[config.mk]
export PLATFORM = sky130hd
export DESIGN_NAME = erlt_ctrl
export DESIGN_NICKNAME = d
export VERILOG_FILES = /design/src/rtl/erlt_pkg.sv /design/src/rtl/erlt_ctrl.sv
export SDC_FILE = /design/constraint.sdc
export NUM_CORES = 1
export LEC_CHECK = 0
export ABC_AREA = 0
export BUFFER_PORTS_ARGS = -buffer_cell sky130_fd_sc_hd__buf_2
export CAP_MARGIN = 20
export CORE_AREA = 2 2 39 41
export DETAILED_ROUTE_END_ITERATION = 10
export DIE_AREA = 0 0 41 43
export GPL_TIMING_DRIVEN = 0
export PLACE_DENSITY = 0.33
export SETUP_SLACK_MARGIN = 0.5
export SLEW_MARGIN = 25
export SYNTH_ARGS = -nofsm -noshare
export SYNTH_HDL_FRONTEND = slang
export SYNTH_SLANG_ARGS = --single-unit
export TNS_END_PERCENT = 50
[constraint.sdc]
create_clock -name i_clk -period 0.9 [get_ports i_clk]
set_clock_uncertainty 0.1 [all_clocks]
set_input_delay 0.135 -clock i_clk [delete_from_list [all_inputs] [get_ports i_clk]]
set_output_delay 0.135 -clock i_clk [all_outputs]
set_load 0.01 [all_outputs]
[src/rtl/erlt_pkg.sv]
`default_nettype none
// ----------------------------------------------------------------------------
// erlt_pkg
// Shared types and constants of the exclusive record lock table.
// ----------------------------------------------------------------------------
package erlt_pkg;

    localparam int LOCK_ENTRIES = 64;
    localparam int IDX_W        = $clog2(LOCK_ENTRIES);
    localparam int KEY_W        = 64;
    localparam int TX_W         = 16;
    localparam int STATUS_W     = 3;

    typedef enum logic [STATUS_W-1:0] {
        ST_GRANTED  = 3'd0,
        ST_HELD     = 3'd1,
        ST_CONFLICT = 3'd2,
        ST_FULL     = 3'd3,
        ST_RELEASED = 3'd4,
        ST_IGNORED  = 3'd5
    } t_status;

    typedef enum logic {
        CMD_ACQUIRE = 1'b0,
        CMD_RELEASE = 1'b1
    } t_req_cmd;

    typedef struct packed {
        logic start;
        logic commit;
    } t_dp_cmd;

    typedef struct packed {
        logic scan_done;
    } t_dp_sts;

endpackage
`default_nettype wire

[src/rtl/erlt_ctrl.sv]
`default_nettype none
// ----------------------------------------------------------------------------
// erlt_ctrl
// Controller that sequences request capture, table scan and commit.
// ----------------------------------------------------------------------------
module erlt_ctrl (
    input  wire logic             i_clk,
    input  wire logic             i_rst_n,
    input  wire logic             i_valid,
    output logic                  o_ready,
    output logic                  o_valid,
    input  wire logic             i_ready,
    input  wire erlt_pkg::t_dp_sts i_sts,
    output erlt_pkg::t_dp_cmd     o_cmd
);
    import erlt_pkg::*;

    typedef enum logic [1:0] {
        S_IDLE,
        S_SCAN,
        S_DONE
    } t_state;

    t_state r_state;
    t_state n_state;
    logic   r_out_valid;
    logic   n_out_valid;

    always_comb begin
        n_state     = r_state;
        n_out_valid = r_out_valid;
        o_cmd       = '0;
        if (r_out_valid && i_ready) begin
            n_out_valid = 1'b0;
        end
        case (r_state)
            S_IDLE: begin
                if (i_valid) begin
                    o_cmd.start = 1'b1;
                    n_state     = S_SCAN;
                end
            end
            S_SCAN: begin
                if (i_sts.scan_done) begin
                    n_state = S_DONE;
                end
            end
            S_DONE: begin
                if (!r_out_valid) begin
                    o_cmd.commit = 1'b1;
                    n_out_valid  = 1'b1;
                    n_state      = S_IDLE;
                end
            end
            default: begin
                n_state = S_IDLE;
            end
        endcase
    end

    always_ff @(posedge i_clk) begin
        if (!i_rst_n) begin
            r_state     <= S_IDLE;
            r_out_valid <= 1'b0;
        end else begin
            r_state     <= n_state;
            r_out_valid <= n_out_valid;
        end
    end

    assign o_ready = (r_state == S_IDLE);
    assign o_valid = r_out_valid;

endmodule
`default_nettype wire

==> impl_metrics.tcl, run 1 <==
set metrics [dict create \
    outcome "finished, violations left" \
    violations "setup timing" \
    irDropWorstVdd_mv 0.961 \
    place.port_buffers 8 \
    drive_above_1_share 0.630 \
    startpoint_type "flop" \
    antenna_found_initial 0 \
    p_leak_nw 0.116 \
    grt.overflow.total 0 \
    nFillCells 157 \
    power.density_nw_per_um2 1620 \
    drt_wl_total_um 331 \
    cts_buffers 3 \
    worstMarginPinSlew_ns 0.143 \
    wl_per_cell_um 7.70 \
    place_congestion 0.586 \
    cp.arrival_ns 0.94 \
    synth_area_sq_um 141 \
    clk_pin_slew_ns 0.04 \
    htree_num_levels 1 \
    seq_area_sq_um 71.3 \
    vias_per_cell 3.56 \
    synth_area_leader_cell "dfxtp_1" \
    ys_seq_area_frac 0.425 \
    diodes 0 \
    fp.dieH_um 43 \
    crit_type "flop to output port" \
    ys_types 10 \
    crit_fanout 5 \
    utilization 0.198 \
    start_util 0.102 \
    max_stage_delay_ns 0.37 \
    grt_usage 0.0562 \
    clock_insertion_delay_worst_skew_ns 0.23 \
    hold_viol 0 \
    row_count 14 \
    cap_viol_max_count 0 \
    core_area_sq_um 1380 \
    root_buffer "clkbuf_4" \
    grt_pass1_wl_um 552 \
    cts_setup_buffers 0 \
    critPathRequiredTime_ns 0.66 \
    drtAntennaViolNets 0 \
    fin_nets 33 \
    grt_start_max_net_pins 7 \
    first_global_vias 144 \
    fmax_mhz 854 \
    top_usage_layer "met3" \
    fin_ws_ns -0.271 \
    drtPass1Iterations 1 \
    whs_ns 0.0649 \
    ys_ff_latch 3 \
    crit_path_top_delay_cell "dfxtp_4" \
    slew_headroom 0.905 \
    period_needed_ns 1.17 \
    dieArea_sq_um 1760 \
    final.period_utilization 1.30 \
    clockBufferDepth 2 \
    multi_input_area_sq_um 97.6 \
    syn_avg_cell_area_sq_um 9.43 \
    synth.net_count 20 \
    cts_sinks 3 \
    path_buf_inv 1 \
    rsz0062_at_grt "yes" \
    syn_inst 15 \
    setup_violations 4 \
    use_met2 0.0563 \
    via_count 153 \
    die_w_um 41 \
    holdBufCountCts 0 \
    syn2layout_area_growth_pct 93.8 \
    slew_viol_final 0 \
    cp_cell_sequence "nor3b_4 -> buf_2" \
    min-delay-path-class "input port to flop" \
    met1_usage 0.0545 \
    crit_family "flip-flops" \
    drc 0 \
    synthTopCellsByArea "dfxtp_1, nand2b_1, nand4b_1, nor3b_2, o21a_1" \
    r2r_slack_ns 0.01 \
    gr-usage-met3 0.0785 \
    endpoint_kind "output port" \
    ios 9 \
    ys_warn_count 0 \
    yosysTopAreaCellShare 0.425 \
    cts_tree "yes" \
    drt-initial-drc-count 0 \
]
-- layout make-up --
| class | count | share of cell area |
|---|---|---|
| well taps | 16 | 0.0731 |
| flip-flops and latches | 3 | 0.260 |
| clock buffers | 4 | 0.0959 |
| repair buffers | 8 | 0.215 |
| multi-input cells | 12 | 0.356 |
-- worst reg2reg max path, cell delays in order (launching register included) --
cell and delay (ns):
dfxtp_4 0.35, nor3b_4 0.15, o21a_1 0.17
-- worst paths after layout --
path,cells past startpoint,from,to
worst min-delay path,2,i_rst_n,o_valid
worst max register to register,2,r_state[1],o_valid
worst min register to register,2,r_state[1],r_state[1]
worst max-delay path,2,r_state[1],o_cmd[0]
-- routing by layer --
metal | routed length (um) | share of wire
met1 | 148 | 0.45
met2 | 118 | 0.36
met3 | 65 | 0.20
met4 | 0 | 0
met5 | 0 | 0
-- cells in the final DEF (no fill, tap or decap), drive strengths merged --
cell and instances:
nand2 1, and2 1, dfxtp 3, nand2b 3, nor3b 1, o21a 1
buf 8, a21oi 1, nor2b 1, clkbuf 4, nor2 1, nand4b 2
-- flip-flops by register name, indices dropped and copies added, names as in the netlist --
signal / count
r_state: 2
o_valid: 1
-- kinds of logic after synthesis --
kind of cell | after synthesis | share of synthesized area
compound gates | 2 | 0.0885
flops | 3 | 0.425
simple gates | 10 | 0.487
-- through the flow --
| step | cells | cell area, sq um | power, mW | setup TNS [ns] | setup WS, ns |
|---|---|---|---|---|---|
| 3_5_place_dp | 39 | 221 | 0.207 | -0.0846 | -0.0489 |
| 6_report | 43 | 274 | 0.444 | -0.704 | -0.271 |
| 3_3_place_gp | 39 | 221 | 0.206 | -0.0727 | -0.0442 |
| 5_1_grt | 43 | 274 | 0.485 | -0.901 | -0.334 |
| 4_1_cts | 43 | 274 | 0.462 | -0.769 | -0.294 |
| 2_1_floorplan | 15 | 161 | 0.183 | 0 | 0.0265 |
-- report_power, final --
| group | internal [mW] | leakage [nW] | switching (mW) | total [mW] |
|---|---|---|---|---|
| Sequential | 0.136 | 0.0267 | 0.0124 | 0.148 |
| Clock | 0.166 | 0.0150 | 0.0661 | 0.232 |
| Combinational | 0.0414 | 0.0746 | 0.0227 | 0.0640 |
| Total | 0.343 | 0.116 | 0.101 | 0.444 |
-- synthesized netlist by cell type (all sizes together) --
library cell / instances
nor2b: 1
dfxtp: 3
o21a: 1
nor3b: 1
nand2b: 3
a21oi: 1
nand4b: 2
nor2: 1
nand2: 1
and2: 1
-- repair_timing --
action | in CTS | in global routing
pin swaps | 3 | 2
hold endpoints to repair | 0 | 0
setup endpoints to repair | 7 | 7
resized for setup | 6 | 0
Power figures use the tool's default switching activity.
==> run 2, diff against run 1 <==
--- a/config.mk
+++ b/config.mk
@@ -8,11 +8,13 @@
 export ABC_AREA = 0
 export BUFFER_PORTS_ARGS = -buffer_cell sky130_fd_sc_hd__buf_2
 export CAP_MARGIN = 20
+export CELL_PAD_IN_SITES_DETAIL_PLACEMENT = 1
+export CELL_PAD_IN_SITES_GLOBAL_PLACEMENT = 1
 export CORE_AREA = 2 2 39 41
 export DETAILED_ROUTE_END_ITERATION = 10
 export DIE_AREA = 0 0 41 43
 export GPL_TIMING_DRIVEN = 0
-export PLACE_DENSITY = 0.33
+export PLACE_DENSITY = 0.4
 export SETUP_SLACK_MARGIN = 0.5
 export SLEW_MARGIN = 25
 export SYNTH_ARGS = -nofsm -noshare
==> constraint.sdc (replaced) <==
create_clock -name i_clk -period 0.9 [get_ports i_clk]
set_clock_uncertainty 0.1 [all_clocks]
set_input_delay 0.225 -clock i_clk [delete_from_list [all_inputs] [get_ports i_clk]]
set_output_delay 0.225 -clock i_clk [all_outputs]
set_load 0.01 [all_outputs]
==> impl_metrics.tcl, run 2 (synthesis results as in run 1) <==
set metrics [dict create \
    dp_hpwl_um 282 \
    drt_wl_total_um 404 \
    grt.overflow.total 0 \
    row_count 14 \
    outcome "finished, violations left" \
    largest_register_ffs 2 \
    setup_violations 5 \
    ios 9 \
    cts_sinks 3 \
    diodes 0 \
    via_count 164 \
    die_w_um 41 \
    violations "setup timing" \
    slew_viol_final 0 \
    setup_tns_ns -1.16 \
    fin_cells 44 \
    place.port_buffers 8 \
    utilization 0.206 \
    clk_pin_slew_ns 0.04 \
    min-delay-path-class "input port to flop" \
    final_common_cell "buf_2" \
    critPathRequiredTime_ns 0.57 \
    htree_num_levels 1 \
    cap_viol_max_count 0 \
    preCtsSetupSlack_ns -0.148 \
    rsz0062_at_grt "yes" \
    dieArea_sq_um 1760 \
    drc 0 \
    r2r_slack_ns -0.08 \
    place_congestion 0.538 \
    fp.dieH_um 43 \
    hold_viol 0 \
    cts_buffers 3 \
    start_util 0.102 \
    drtAntennaViolNets 0 \
    grt_start_max_net_pins 7 \
    fmax_mhz 787 \
    core_area_sq_um 1380 \
    antenna_found_initial 0 \
    grt_pass1_wl_um 745 \
    period_needed_ns 1.27 \
    cp.arrival_ns 0.95 \
    irDropWorstVdd_mv 0.338 \
    clockBufferDepth 2 \
    final_cell_mix "buf_2, nand2b_1, clkbuf_4, dfxtp_4, buf_6" \
    power.density_nw_per_um2 1590 \
    vias_per_cell 3.73 \
    grt_usage 0.0712 \
    fin_nets 34 \
    p_leak_nw 0.122 \
    clock_insertion_delay_worst_skew_ns 0.23 \
    root_buffer "clkbuf_4" \
    drt-initial-drc-count 1 \
    fin_total_pwr_mw 0.453 \
    largest-register "r_state" \
    first_global_vias 176 \
    crit_fanout 5 \
    dp.cells 39 \
    crit_type "flop to output port" \
    cts_tree "yes" \
    fin_ws_ns -0.370 \
    drtPass1Iterations 2 \
    drive_above_1_share 0.679 \
    slew_headroom 0.901 \
    holdBufCountCts 0 \
    final.period_utilization 1.41 \
    syn2layout_area_growth_pct 102 \
    endpoint_kind "output port" \
    startpoint_type "flop" \
    worstMarginPinSlew_ns 0.148 \
    wl_per_cell_um 9.18 \
]
-- run 2: changes by cell type in the layout (fill, tap and decap cells not counted) --
cell	change
a21oi_1	-1
buf_4	+1
a21oi_2	+1
-- run 2: layout make-up --
cell class,instances,area [sq um]
clock buffers,4,26.3
fillers,161,1100
multi-input cells,12,101
flip-flops and latches,3,71.3
well taps,16,20.0
repair buffers,9,66.3
-- run 2: critical path: stages, from the launching register on --
cell     delay (ns)
dfxtp_4        0.36
nor3b_4        0.19
buf_2          0.16
-- run 2: final timing paths --
path / startpoint / to / depth (start not counted)
setup reg to reg: r_state[1] / o_valid / 3
hold reg to reg: r_state[1] / r_state[1] / 2
setup / recovery: r_state[1] / o_cmd[0] / 2
hold / removal: i_rst_n / o_valid / 2
-- run 2: metrics by stage --
stage	hold slack, ns	cell area (sq um)
floorplan	0.243	154
global placement	0.380	214
detailed placement	0.394	214
CTS	0.142	282
global route	0.150	285
finish	0.153	285
-- run 2: power breakdown --
group	switching (mW)	internal (mW)	leakage [nW]	total (mW)
sequential	0.0127	0.136	0.0267	0.148
clock	0.0700	0.166	0.0150	0.236
combinational	0.0254	0.0436	0.0802	0.0691
-- run 2: per-layer routing --
| layer | up-vias | global-route usage | part of all wire |
|---|---|---|---|
| met4 | 0 | 0.0800 | 0 |
| met3 | 0 | 0.0681 | 0.13 |
| li1 | 78 | - | - |
| met1 | 77 | 0.0705 | 0.44 |
| met2 | 9 | 0.0750 | 0.43 |
| met5 | - | 0 | 0 |
-- run 2: what timing repair did --
item,4_1_cts,5_1_grt
pin swaps,4,1
setup buffers,1,0
setup endpoints to repair,7,7
gates resized for setup,8,1
==> run 3, diff against run 2 <==
==> constraint.sdc (replaced) <==
create_clock -name i_clk -period 0.9 [get_ports i_clk]
set_clock_uncertainty 0.1 [all_clocks]
set_input_delay 0.225 -clock i_clk [delete_from_list [all_inputs] [get_ports i_clk]]
set_output_delay 0.225 -clock i_clk [all_outputs]
set_load 0.1 [all_outputs]
==> impl_metrics.tcl, run 3 (synthesis results as in run 1) <==
set metrics [dict create \
    largest-register "r_state" \
    dieArea_sq_um 1760 \
    grt_usage 0.0711 \
    cts_sinks 3 \
    wl_met2_um 315 \
    hold_depth 2 \
    drc 0 \
    hold_viol 0 \
    first_global_vias 174 \
    clockBufferDepth 2 \
    die_w_um 41 \
    fin_ws_ns -0.468 \
    wl_met3_um 0 \
    cap_viol_max_count 0 \
    p_clk_frac 0.406 \
    internal-power_mw 0.375 \
    worstMarginPinSlew_ns 0.216 \
    syn2layout_area_growth_pct 142 \
    htree_num_levels 1 \
    wl_per_cell_um 9.51 \
    start_util 0.102 \
    holdBufCountCts 0 \
    cp.arrival_ns 1.04 \
    crit_fanout 4 \
    irDropWorstVdd_mv 0.347 \
    startpoint_type "flop" \
    cts_buffers 3 \
    violations "setup timing" \
    swShare 0.323 \
    rr_endpoint "o_valid" \
    pwr-share-comb 0.329 \
    grt_pass1_wl_um 745 \
    drive_above_1_share 0.724 \
    vias_per_cell 3.40 \
    hold_end "o_valid" \
    row_count 14 \
    largest_register_ffs 2 \
    hold_start "i_rst_n" \
    core_area_sq_um 1380 \
    root_buffer "clkbuf_4" \
    clock_insertion_delay_worst_skew_ns 0.23 \
    ios 9 \
    setup_violations 6 \
    min-delay-path-class "input port to flop" \
    m1WireLength_um 112 \
    place_congestion 0.568 \
    place.port_buffers 8 \
    drtAntennaViolNets 0 \
    setup_tns_ns -1.58 \
    via_count 153 \
    ff2ff_path_depth 3 \
    endpoint_kind "output port" \
    p_seq_frac 0.265 \
    fin_total_pwr_mw 0.554 \
    crit_type "flop to output port" \
    fp.dieH_um 43 \
    power_switching_mw 0.179 \
    clk_pin_slew_ns 0.03 \
    antenna_found_initial 0 \
    final.period_utilization 1.52 \
    period_needed_ns 1.37 \
    cts_tree "yes" \
    outcome "finished, violations left" \
    fin_nets 35 \
    final_cell_mix "buf_2, buf_12, clkbuf_4, dfxtp_4" \
    slew_viol_final 0 \
    slew_headroom 0.856 \
    diodes 0 \
    highest_layer "met2" \
    timing.rr.start "o_valid" \
    r2r_slack_ns -0.11 \
    power.density_nw_per_um2 1620 \
    drt-initial-drc-count 0 \
    critPathRequiredTime_ns 0.57 \
    drtPass1Iterations 1 \
    grt.overflow.total 0 \
    rsz0062_at_grt "yes" \
    grt_start_max_net_pins 6 \
    drt_wl_total_um 428 \
    fmax_mhz 731 \
    p_leak_nw 0.142 \
]
## run 3: power groups by stage
stage                     Sequential [mW]  Combinational [mW]  Clock [mW]
after detailed placement            0.151               0.128           0
after floorplan                     0.157              0.0970           0
after global placement              0.152               0.126           0
final                               0.147               0.182       0.225
after global routing                0.148               0.189       0.260
after CTS                           0.147               0.181       0.238
## run 3: per-layer routing
metal  vias to the layer above  global-route usage
met3                         0              0.0314
met1                        74              0.0511
met4                         0              0.0800
li1                         79                   -
met5                         -                   0
met2                         0               0.116
## run 3: critical path, stage by stage (launching register included)
cell and delay, ns:
dfxtp_4 0.36, nor3b_4 0.25, buf_12 0.21
## run 3: layout make-up
type                    count  area [sq um]
multi-input cells          12           109
flip-flops and latches      3          71.3
well taps                  16          20.0
fillers                   163          1040
repair buffers             10           115
clock buffers               4          26.3
## run 3: how the worst max path moves through the flow
stage / depth (start not counted) / slack, ns / to / start
after floorplan: 2 / -0.79 / o_valid / o_valid
after global placement: 2 / -0.51 / o_cmd[0] / r_state[1]
after detailed placement: 2 / -0.51 / o_cmd[0] / r_state[1]
after CTS: 2 / -0.48 / o_cmd[0] / r_state[1]
after global routing: 2 / -0.52 / o_cmd[0] / r_state[1]
final: 2 / -0.47 / o_cmd[0] / o_valid
## run 3: stage by stage
step                cells  utilization  hold WS, ns  worst slack, ns  area, sq um
finish                 45        0.247        0.160           -0.468          342
global placement       39        0.160        0.392           -0.508          221
global route           45        0.247        0.161           -0.519          342
floorplan              15            -        0.242           -0.786          161
CTS                    45        0.243        0.157           -0.476          337
detailed placement     39        0.160        0.401           -0.506          221
## run 3: repair_timing
action | 4_1_cts | 5_1_grt
gates resized for setup | 21 | 1
buffers inserted | 2 | 0
pin swaps | 4 | 1
endpoints found under the setup margin | 7 | 7
